## src/u8to16_pkg.sv

```systemverilog
// Shared types and constants for the UTF-8 to UTF-16 transcoder.
package u8to16_pkg;

  typedef struct packed {
    logic [7:0] text_byte;
    logic       final_byte;
  } in_item_t;

  typedef struct packed {
    logic [15:0] code_unit;
    logic        run_end;
    logic        text_end;
    logic        cut_short;
  } out_item_t;

  // Up to two units come out of one byte; n_units says how many are valid.
  typedef struct packed {
    logic [1:0] n_units;
    out_item_t  first;
    out_item_t  second;
  } dec_res_t;

  localparam logic [20:0] SurrogateLo  = 21'h00D800;
  localparam logic [20:0] SurrogateHi  = 21'h00DFFF;
  localparam logic [20:0] SuppBase     = 21'h010000;
  localparam logic [20:0] CodePointMax = 21'h10FFFF;
  localparam logic [15:0] Replacement  = 16'hFFFD;
  localparam logic [5:0]  HighSurTag   = 6'b110110;
  localparam logic [5:0]  LowSurTag    = 6'b110111;

endpackage

```

## src/u8to16_decode.sv

```systemverilog
// Sequence decoder: holds the partial code point and turns a finished one into UTF-16 units.
module u8to16_decode
  import u8to16_pkg::*;
(
  input  logic     clk_i,
  input  logic     rst_ni,
  input  logic     fire_i,
  input  in_item_t item_i,
  output dec_res_t res_o
);

  logic [1:0]  pending_q, pending_d;
  logic [20:0] accum_q, accum_d;

  logic        done;
  logic [20:0] cp;
  logic [20:0] cp_off;
  logic [7:0]  b;

  always_comb begin
    b         = item_i.text_byte;
    done      = 1'b0;
    cp        = '0;
    pending_d = pending_q;
    accum_d   = accum_q;
    res_o     = '0;
    cp_off    = '0;

    if (pending_q == 2'd0) begin
      if (!b[7]) begin
        cp   = {13'd0, b};
        done = 1'b1;
      end else if (!b[5]) begin
        accum_d   = {16'd0, b[4:0]};
        pending_d = 2'd1;
      end else if (!b[4]) begin
        accum_d   = {17'd0, b[3:0]};
        pending_d = 2'd2;
      end else begin
        accum_d   = {18'd0, b[2:0]};
        pending_d = 2'd3;
      end
    end else begin
      accum_d   = {accum_q[14:0], b[5:0]};
      pending_d = pending_q - 2'd1;
      if (pending_q == 2'd1) begin
        cp   = accum_d;
        done = 1'b1;
      end
    end

    if (!done) begin
      if (item_i.final_byte) begin
        // Text ended inside a sequence: one zero unit flagged as truncated.
        res_o.n_units = 2'd1;
        res_o.first   = '{code_unit: 16'd0, run_end: 1'b1, text_end: 1'b1,
                          cut_short: 1'b1};
        pending_d     = 2'd0;
        accum_d       = '0;
      end
    end else begin
      pending_d = 2'd0;
      accum_d   = '0;
      if (cp < SuppBase) begin
        res_o.n_units = 2'd1;
        res_o.first.code_unit = (cp >= SurrogateLo && cp <= SurrogateHi) ?
                                Replacement : cp[15:0];
        res_o.first.run_end   = 1'b1;
        res_o.first.text_end  = item_i.final_byte;
      end else if (cp <= CodePointMax) begin
        cp_off = cp - SuppBase;
        res_o.n_units = 2'd2;
        res_o.first.code_unit  = {HighSurTag, cp_off[19:10]};
        res_o.second.code_unit = {LowSurTag, cp_off[9:0]};
        res_o.second.run_end   = 1'b1;
        res_o.second.text_end  = item_i.final_byte;
      end else begin
        res_o.n_units = 2'd1;
        res_o.first.code_unit = Replacement;
        res_o.first.run_end   = 1'b1;
        res_o.first.text_end  = item_i.final_byte;
      end
    end
  end

  always_ff @(posedge clk_i or negedge rst_ni) begin
    if (!rst_ni) begin
      pending_q <= '0;
      accum_q   <= '0;
    end else if (fire_i) begin
      pending_q <= pending_d;
      accum_q   <= accum_d;
    end
  end

endmodule

```

## src/u8to16_fifo.sv

```systemverilog
// Small result queue that takes up to two units per cycle and hands out one.
module u8to16_fifo
  import u8to16_pkg::*;
#(
  parameter int Depth = 4
) (
  input  logic      clk_i,
  input  logic      rst_ni,
  input  logic      push_i,
  input  dec_res_t  res_i,
  input  logic      pop_i,
  output logic      room_o,
  output logic      valid_o,
  output out_item_t data_o
);

  localparam int PtrW = (Depth > 1) ? $clog2(Depth) : 1;
  localparam int CntW = $clog2(Depth + 1);

  out_item_t       mem_q [Depth];
  logic [PtrW-1:0] wr_q, wr_d, rd_q, rd_d, wr_1, wr_2;
  logic [CntW-1:0] count_q, count_d;
  logic [1:0]      n_push;
  logic            do_pop;

  function automatic logic [PtrW-1:0] inc(input logic [PtrW-1:0] p);
    logic [PtrW-1:0] r;
    r = (p == PtrW'(Depth - 1)) ? '0 : p + PtrW'(1);
    return r;
  endfunction

  always_comb begin
    n_push  = push_i ? res_i.n_units : 2'd0;
    do_pop  = pop_i && (count_q != '0);
    wr_1    = inc(wr_q);
    wr_2    = inc(wr_1);
    case (n_push)
      2'd1:    wr_d = wr_1;
      2'd2:    wr_d = wr_2;
      default: wr_d = wr_q;
    endcase
    rd_d    = do_pop ? inc(rd_q) : rd_q;
    count_d = count_q + CntW'(n_push) - CntW'(do_pop);
  end

  always_ff @(posedge clk_i) begin
    if (n_push != 2'd0) begin
      mem_q[wr_q] <= res_i.first;
    end
    if (n_push == 2'd2) begin
      mem_q[wr_1] <= res_i.second;
    end
  end

  always_ff @(posedge clk_i or negedge rst_ni) begin
    if (!rst_ni) begin
      wr_q    <= '0;
      rd_q    <= '0;
      count_q <= '0;
    end else begin
      wr_q    <= wr_d;
      rd_q    <= rd_d;
      count_q <= count_d;
    end
  end

  assign room_o  = (count_q <= CntW'(Depth - 2));
  assign valid_o = (count_q != '0);
  assign data_o  = mem_q[rd_q];

endmodule

```

## src/utf8_to_utf16_transcoder.sv

```systemverilog
// Top level of the UTF-8 to UTF-16 transcoder: input register, decoder and result queue.
//
// The input channel carries one UTF-8 byte per transaction plus a flag for the last
// byte of the text. The output channel carries one UTF-16 code unit per transaction,
// with flags for the last unit caused by a byte, the last unit of the text, and the
// zero unit emitted when the text ends inside an open sequence.
// Both channels use valid/stall: a transaction completes on a rising edge with valid
// high and stall low. An accepted byte is held in the input register, is decoded
// there and its units are written into a queue of Depth entries; the earliest unit
// is offered on the output from the queue, so the input register and the queue lie
// between acceptance and output. The decoder moves a byte on only when the queue has
// room for two units, so one byte per cycle is sustained as long as the output drains
// one unit per cycle; supplementary characters give two units and so two output transactions.
// When the receiver stalls, the queue fills and the input register holds its byte and
// raises in_stall_o; nothing is lost or repeated. Reset clears the open sequence, the
// queue and the input register; after the final byte of a text the decoder returns to
// its reset state so that a new text can follow directly.
module utf8_to_utf16_transcoder
  import u8to16_pkg::*;
#(
  parameter int Depth = 4
) (
  input  logic      clk_i,
  input  logic      rst_ni,
  input  logic      in_valid_i,
  input  in_item_t  in_data_i,
  output logic      in_stall_o,
  output logic      out_valid_o,
  output out_item_t out_data_o,
  input  logic      out_stall_i
);

  // Input register.
  logic     in_valid_q;
  in_item_t in_item_q;

  logic     room;
  logic     dec_fire;
  dec_res_t dec_res;

  // The held byte is decoded once the queue can take a full surrogate pair.
  assign dec_fire   = in_valid_q && room;
  assign in_stall_o = in_valid_q && !room;

  always_ff @(posedge clk_i or negedge rst_ni) begin
    if (!rst_ni) begin
      in_valid_q <= 1'b0;
    end else if (!in_stall_o) begin
      in_valid_q <= in_valid_i;
    end
  end

  always_ff @(posedge clk_i) begin
    if (!in_stall_o && in_valid_i) begin
      in_item_q <= in_data_i;
    end
  end

  u8to16_decode u_decode (
    .clk_i  (clk_i),
    .rst_ni (rst_ni),
    .fire_i (dec_fire),
    .item_i (in_item_q),
    .res_o  (dec_res)
  );

  u8to16_fifo #(
    .Depth (Depth)
  ) u_fifo (
    .clk_i   (clk_i),
    .rst_ni  (rst_ni),
    .push_i  (dec_fire),
    .res_i   (dec_res),
    .pop_i   (!out_stall_i),
    .room_o  (room),
    .valid_o (out_valid_o),
    .data_o  (out_data_o)
  );

  // A byte held back by a full queue stays in the input register unchanged.
  a_hold_input : assert property (@(posedge clk_i) disable iff (!rst_ni)
    in_stall_o |=> in_valid_q && $stable(in_item_q))
    else $error("input register lost a stalled byte");

  // The truncation unit is always zero and closes both the byte and the text.
  a_cut_unit : assert property (@(posedge clk_i) disable iff (!rst_ni)
    out_valid_o && out_data_o.cut_short |->
      out_data_o.code_unit == 16'd0 && out_data_o.run_end && out_data_o.text_end)
    else $error("malformed truncation unit");

  // A unit that does not end its byte is the high half of a surrogate pair.
  a_pair_head : assert property (@(posedge clk_i) disable iff (!rst_ni)
    out_valid_o && !out_data_o.run_end |->
      out_data_o.code_unit[15:10] == HighSurTag && !out_data_o.text_end &&
      !out_data_o.cut_short)
    else $error("first unit of a pair is not a high surrogate");

  // The unit following a high surrogate is its low surrogate.
  a_pair_tail : assert property (@(posedge clk_i) disable iff (!rst_ni)
    out_valid_o && !out_stall_i && !out_data_o.run_end |=>
      out_valid_o && out_data_o.run_end && out_data_o.code_unit[15:10] == LowSurTag)
    else $error("high surrogate not followed by its low surrogate");

endmodule
```

## config.mk

```make
export PLATFORM = sky130hd
export DESIGN_NAME = utf8_to_utf16_transcoder
export DESIGN_NICKNAME = d
export VERILOG_FILES = /design/src/u8to16_pkg.sv /design/src/u8to16_decode.sv /design/src/u8to16_fifo.sv /design/src/utf8_to_utf16_transcoder.sv
export SDC_FILE = /design/constraint.sdc
export NUM_CORES = 1
export LEC_CHECK = 0
export BUFFER_PORTS_ARGS = -buffer_cell sky130_fd_sc_hd__clkbuf_2
export CORE_AREA = 2 2 102 104
export CTS_BUF_LIST = sky130_fd_sc_hd__clkbuf_4 sky130_fd_sc_hd__clkbuf_8
export DETAILED_ROUTE_END_ITERATION = 12
export DIE_AREA = 0 0 104 106
export PLACE_DENSITY = 0.78
export REMOVE_ABC_BUFFERS = 1
export SLEW_MARGIN = 0
export SYNTH_ARGS = -nofsm -noshare
export SYNTH_HDL_FRONTEND = slang
export SYNTH_HIERARCHICAL = 1
export SYNTH_SLANG_ARGS = --single-unit
```

## constraint.sdc

```tcl
create_clock -name clk_i -period 12.48 [get_ports clk_i]
set_input_delay 3.744 -clock clk_i [delete_from_list [all_inputs] [get_ports clk_i]]
set_output_delay 3.744 -clock clk_i [all_outputs]
set_load 0.01 [all_outputs]
```

==> results of run 1 <==
## area by class of cell
cell class	instances	area (sq um)
Timing Repair Buffer	38	202.7
Clock inverter	7	63.81
Clock buffer	9	123.9
Sequential cell	110	3178
Inverter	34	127.6
Multi-Input combinational cell	251	2354
Fill cell	797	3780
Tap cell	136	170.2
## layer usage
layer,up-vias,routed length [um],track usage [%]
met1,1751,4927,29.22
met4,0,299,8.784
met2,158,5806,38.39
li1,1606,-,-
met5,-,0,0
met3,30,829,5.150
## worst max-delay path, cell delays in order, from the launching register on
cell and delay (ns):
dfrtp_1 1.03, mux4_2 0.43, clkbuf_2 0.14
## sequential cells by signal (all words and copies together), names as in the netlist
| name | count |
|---|---|
| u_fifo/rd_q | 2 |
| u_fifo/count_q | 3 |
| in_item_q | 9 |
| u_decode/pending_q | 2 |
| in_valid_q | 1 |
| u_decode/accum_q | 15 |
| u_fifo/wr_q | 2 |
| u_fifo/mem_q | 76 |
## cell families (layout without fill, tap and decap cells)
kind of cell,after synthesis,in the layout,synth area share (%)
flip-flops,110,110,54.78
XOR/XNOR,4,4,0.6038
multiplexers,97,97,22.64
adder cells (fa/ha/maj),16,16,3.580
buffers and inverters,58,88,4.982
AND/OR/NAND/NOR,75,75,6.987
other,1,2,0.06463
AO/OA/AOI/OAI,57,57,6.362
## where the power goes
group / total, mW / internal [mW] / switching (mW)
clock network: 0.211 / 0.0915 / 0.119
logic: 0.438 / 0.210 / 0.228
registers: 0.550 / 0.490 / 0.0601
## how the worst max path moves through the flow
stage,start,to,slack (ns),cells after the start
after floorplan,u_fifo/rd_q[0],out_data_o[0],7.11,1
after global routing,u_fifo/rd_q[0],out_data_o[13],6.68,3
final,u_fifo/rd_q[1],out_data_o[15],6.76,2
after detailed placement,u_fifo/rd_q[1],out_data_o[12],7.15,2
after global placement,u_fifo/rd_q[1],out_data_o[12],7.15,2
after CTS,u_fifo/rd_q[1],out_data_o[12],6.72,2
## layout by cell type (no fill, tap or decap), drive strengths merged, types with 7 or more instances in the layout
cell type / synthesis / final
ha: 15 / 15
clkbuf: 2 / 42
nand2: 30 / 30
dfrtp: 25 / 25
o21ai: 28 / 28
a31oi: 7 / 7
inv: 34 / 35
edfxtp: 85 / 85
mux2: 78 / 78
mux4: 19 / 19
and2: 10 / 10
nor2: 11 / 11
## per-stage QoR
| step | utilization [%] | area [sq um] | hold WS, ns |
|---|---|---|---|
| floorplan | - | 5644 | 0.4685 |
| global placement | 60.32 | 6032 | 0.4894 |
| detailed placement | 60.32 | 6032 | 0.4981 |
| CTS | 62.20 | 6220 | 0.5183 |
| global route | 62.20 | 6220 | 0.5466 |
| finish | 62.20 | 6220 | 0.5214 |
==> metrics list, run 1 <==
- After detailed routing, the average wire length per cell comes to 20.28 um.
* Max Root-Sink Buffers: 2
- HPWL after detailed placement: 7721 um
- Number of violations of the max-capacitance limit: 0
* Final count of negative-setup-slack endpoints: 0
- The number of hold buffers added after CTS was 0.
- Width of the chip: 104 um
- The biggest area contributor in the post-synthesis netlist is edfxtp_1.
- Clock Latency Late Sink: 0.38 ns
- TritonCTS created 9 clock buffers.
* Antenna violations before repair: 0
- Worst setup SP type: flop
- Worst slack at placement: 7.146 ns
- At the pin with the least slew margin, the transition time is 1.264 ns.
- The count of buffers added on input and output ports is 33.
- Dividing the detail-routed via count by the number of cells gives 6.060.
* Hold path cells: 1
* Non-filler cells, final: 585
* Placed instance count: 569
* Top-level I/O count: 34
- End point of the worst hold path: u_fifo/count_q[2]
* Highest attainable clock frequency: 174.8 MHz
- The H-tree was split into 3 levels.
- In the finished design, the share of the clock period the worst path needs comes to 45.84%.
- Number of pins exceeding their max-slew limit in the final report: 0
* Global route total overflow: 0
- Die Area: 0.01102 sq mm
- In this run the worst hold path is classified as flop to flop.
- Initial detailed-routing violation count: 391
* Largest net degree at the start of global routing: 39
* Critical Path AT: 1.98 ns
- After layout, the worst setup slack is 6.759 ns.
- Among all cell types in the netlist, the one instantiated most often is edfxtp_1.
* Effective utilization at floorplan: 58.02%
- Clock root cell: clkbuf_8
- The worst hold path begins at u_fifo/count_q[2].
* # nets final: 473
* Global-route wire length before repair: 19060 um
* Total inserted antenna cells: 0
- Yosys attributes the largest share of cell area to edfxtp_1 44%, mux2_2 15%, dfrtp_1 11%.
* Standard-cell rows: 37
- In the synthesized netlist the async set-or-reset flop fraction comes to 22.73%.
* Vias in the first global route: 3698
* DRC: 0
* Vertical die dimension: 106 um
* Fraction of final layout cells with drive strength greater than 1: 35.63%
* Final Hold Vio Count: 0
- The area growth from synthesis to layout is 7.203%.
- Total standard cell area after synthesis: 0.005802 sq mm
- Resized Gates After CTS: 0
* Reg2reg setup slack: 7.17 ns
- For this run, the detailed router's first-pass iteration total came to 5.
- Count of state elements after synthesis: 110
* Status: finished, final reports clean
* Top post-synthesis cells by count: 85 x edfxtp_1, 76 x mux2_2, 33 x inv_1
* CTS clock-pin slew for the worst setup and hold paths: 0.10 ns
- Clock skew on the completed layout was measured at 0.008072 ns.
* Crit path capture type: primary output
* Number of clock sinks seen by CTS: 110
- Power comes to 1.199 mW.
- Number of buffers added for setup after CTS: 0
- Critical register-to-register path endpoint: u_fifo/mem_q[3][3]
* Antenna-violating nets left: 0
- TritonCTS built the clock tree.
- The most used flip-flop cell after synthesis is edfxtp_1.
- Summed over all cells, the static leakage comes to 2.396 nW.
- Worst Reg2Reg Path Length in Cells: 14
- Yosys warning count: 6
- Power spread over the standard cell area amounts to 192.8 mW/mm^2.
- Subtracting the final worst setup slack from the clock period gives 5.721 ns.
- Counting flops with a built-in enable in the synthesized netlist gives 85.
- RSZ-0062 raised after global routing: no
- Core area: 0.01000 sq mm
- Part of the Yosys area used for sequential elements: 54.78%
- Sum of routed wire length over all layers: 11860 um
- STA puts the critical path data required time at 8.74 ns.
- Yosys mapped the design onto 46 distinct sky130hd cell types.
- Gate Count Post-Synth: 418
- Headroom to the max-slew limit: 15.53%
- Mean instance size in the synthesized netlist: 13.88 sq um
- After synthesis, the largest area contributor takes up 43.99% of total cell area.
- The worst register-to-register path begins at u_decode/pending_q[0].
* Sum of negative setup slack: 0 ns
* Maximum fanout count along the critical path: 21
- Total routing usage reported by global routing: 22.86%
- The worst-case IR drop observed on VDD is 0.0001244 V.
* Gpl congestion: 0.9363
- Total vias in the final route: 3545
- Worst Setup Path Type: flop to primary output
Power figures use the tool's default switching activity.
==> inputs of run 2 (changes only) <==
Clock period 12.48 ns to 6 ns, I/O delays scaled along.
==> run 2 against run 1 <==
Worst hold slack worse by 0.011 ns. Sequential share of layout area down 0.12 points. Routed wire length down 0.70%. Die area unchanged. Count of clock-buffer cells in the layout up 1. Final area up 0.24%. Via count down 1.9%. Core utilization up 0.15 points. Sequential cell count unchanged. Combinational power up 110%. Critical path type is now flop to flop. Largest cell class unchanged.
==> metrics list, run 2 (same netlist as run 1, synthesis figures left out) <==
* Sum of negative setup slack: 0 ns
- The clock drives 110 sinks.
* Total inserted antenna cells: 0
- Antenna-violating nets left: 0
* Non-filler cells, final: 582
- Total routing usage reported by global routing: 22.28%
- The final-report max-slew violation count was 0.
- Before antenna repair, the detailed router went through 5 iterations.
- Gpl congestion: 0.9464
- Final Power: 2.548 mW
- The total area inside the core boundary comes to 0.01000 sq mm.
- STA puts the critical path data required time at 5.96 ns.
- Maximum fanout count along the critical path: 38
- After detailed routing, the number of vias per cell comes to 5.976.
- Shortest clock period the worst path allows after layout: 4.838 ns
* Die Area: 0.01102 sq mm
* Commonest cells after routing, fill and taps aside: 85 x edfxtp_1, 76 x mux2_2, 33 x inv_1, 33 x clkbuf_2, 29 x nand2_1
* Number of violations of the max-capacitance limit: 0
* Sum of routed wire length over all layers: 11780 um
- Crit path capture type: flop
- Max Root-Sink Buffers: 2
- GRT met3 Usage: 2.759%
- Headroom to the max-slew limit: 23.12%
- During placement, the flow inserted port buffers numbering 33.
* Area taken by flip-flops and latches: 0.003178 sq mm
* Registers with the most flip-flops: u_fifo/mem_q x76, u_decode/accum_q x15, in_item_q x9
- Worst stage delay on the critical path: 0.69 ns
- After clock tree synthesis, the repair step resized 0 gates.
- Pwr per Cell Area: 408.6 mW/mm^2
- Global-route wire length before repair: 18820 um
* Clock skew after layout: 0.01452 ns
- Cell occurring most often along the worst timing path: nand2_1
- Post-DP Area: 0.006010 sq mm
- Including well taps, the total number of placed cells is 566.
* CTS H-Tree Depth: 3
* Number of clock buffers inserted by TritonCTS: 9
* Global route total overflow: 0
- Number of buffers added for setup after CTS: 0
* Transition at the pin with the smallest max-transition slack: 1.153 ns
* Slowest cell on the critical path: nand2_1
- The worst setup path is of the flop to flop kind.
* Final Hold Vio Count: 0
* Critical Path AT: 4.80 ns
* Vias in the first global route: 3526
* Core Util, Final: 62.35%
- Grt peak-use layer: met2
- Width of the chip: 104 um
* Clock tree from TritonCTS: built
- Cells with a size suffix above 1 make up 35.65% of the layout.
- After detailed routing, the number of remaining DRC violations is 0.
* Clock root cell: clkbuf_8
- The number of antenna violations at the first check in global routing is 0.
* Final count of negative-setup-slack endpoints: 0
* Max FFs per register: 76
- The signal on the critical path passes through inv_1, nor2_1, nand2_1, ha_1, nand3_1, o41a_1, a21o_1, inv_2, nor2_1, nand2_1, ha_1, nand2_1, o21ai_2.
- Largest net degree at the start of global routing: 39
- STA classifies the critical path startpoint as a flop.
- Static Leak: 2.401 nW
- After clock tree synthesis, the clock-pin slew on the worst setup and hold paths is 0.10 ns.
- The run finished with clean final reports.
- Max IR drop VDD: 0.0002446 V
- In the global route stage, met2 resource usage came out at 37.73%.
- After legalization and detailed placement, the total HPWL measured 8301 um.
- RSZ-0062 raised after global routing: no
- In this run, the number of DRC markers left after iteration 0 of detailed routing was 304.
* Vertical die dimension: 106 um
- Met1 GRT Util: 30.08%
- Clock Latency Late Sink: 0.37 ns
- Delay-heaviest family, CP: simple AND/OR/NAND/NOR gates
* Total area of multi-input combinational cells: 0.002354 sq mm
- Total vias in the final route: 3478
- Final cycle utilization of the critical path: 80.63%
- Wire per inst: 20.24 um
* Largest Register: u_fifo/mem_q
* Top-level I/O count: 34
- The library cell used most frequently in the layout, excluding fill and tap cells, is edfxtp_1.
* # nets final: 470
- Standard-cell rows: 37
- The worst hold path belongs to the class flop to flop.
* Summed area of non-filler cells in the final layout: 0.006235 sq mm
* Critical path buffer and inverter count: 2
- Relative to the synthesized area, the layout overhead comes to 7.462%.
- For this configuration, the core starts out at a cell density of 58.02%.
- Post-CTS Hold Buffers: 0
- Static timing analysis puts the maximum clock frequency at 206.7 MHz.
- Number of filler instances in the final layout: 787
-- run 2: cell count changes in the layout (fill, tap and decap cells not counted) --
| cell | before | now |
|---|---|---|
| buf_4 | 5 | 2 |
| bufinv_16 | 1 | 2 |
| clkbuf_4 | 0 | 1 |
| clkinv_1 | 2 | 0 |
| clkinv_2 | 2 | 1 |
| clkinv_4 | 0 | 1 |
| clkinvlp_4 | 1 | 0 |
| inv_8 | 0 | 1 |
-- run 2: layout make-up --
class / count / area share, %
timing repair buffer: 35 / 2.890
clock buffer: 10 / 2.107
clock inverter: 6 / 1.505
inverter: 34 / 2.047
multi-input combinational: 251 / 37.75
tap: 136 / 2.729
sequential: 110 / 50.97
-- run 2: worst reg2reg max path, delay by kind of cell, from the launching register on --
| family | cells | cell delay, ns |
|---|---|---|
| AOI/OAI and AO/OA | 3 | 1.09 |
| adders and majority gates | 2 | 0.55 |
| buffers and inverters | 2 | 0.46 |
| DFF | 1 | 0.45 |
| and+or+nand+nor | 6 | 1.89 |
-- run 2: metrics by stage --
stage / hold WS, ns / setup WS [ns]
after floorplan: 0.4685 / 1.702
after global placement: 0.4864 / 1.571
after detailed placement: 0.4955 / 1.339
after CTS: 0.5135 / 1.253
after global routing: 0.5345 / 0.8084
final: 0.5107 / 1.162
-- run 2: final timing paths --
check                                       from  slack (ns)                   to  cells past startpoint
max                        u_decode/pending_q[0]        1.16   u_fifo/mem_q[2][3]                     13
min                            u_fifo/count_q[2]        0.51    u_fifo/count_q[2]                      1
max reg2reg                u_decode/pending_q[0]        1.16   u_fifo/mem_q[2][3]                     13
min reg2reg                    u_fifo/count_q[2]        0.51    u_fifo/count_q[2]                      1
max in group asynchronous                 rst_ni        4.15  u_decode/accum_q[4]                      1
min in group asynchronous                 rst_ni        1.43    u_fifo/count_q[0]                      1
-- run 2: power breakdown --
part | total [mW] | switching (mW) | internal (mW)
logic | 0.909 | 0.475 | 0.434
clock network | 0.500 | 0.255 | 0.245
registers | 1.14 | 0.116 | 1.02
total | 2.55 | 0.847 | 1.70
-- run 2: routing by layer --
metal / wire, um / share of wire, %
met5: 0 / 0
met4: 229 / 1.9
met2: 5881 / 50
met3: 526 / 4.5
met1: 5141 / 44
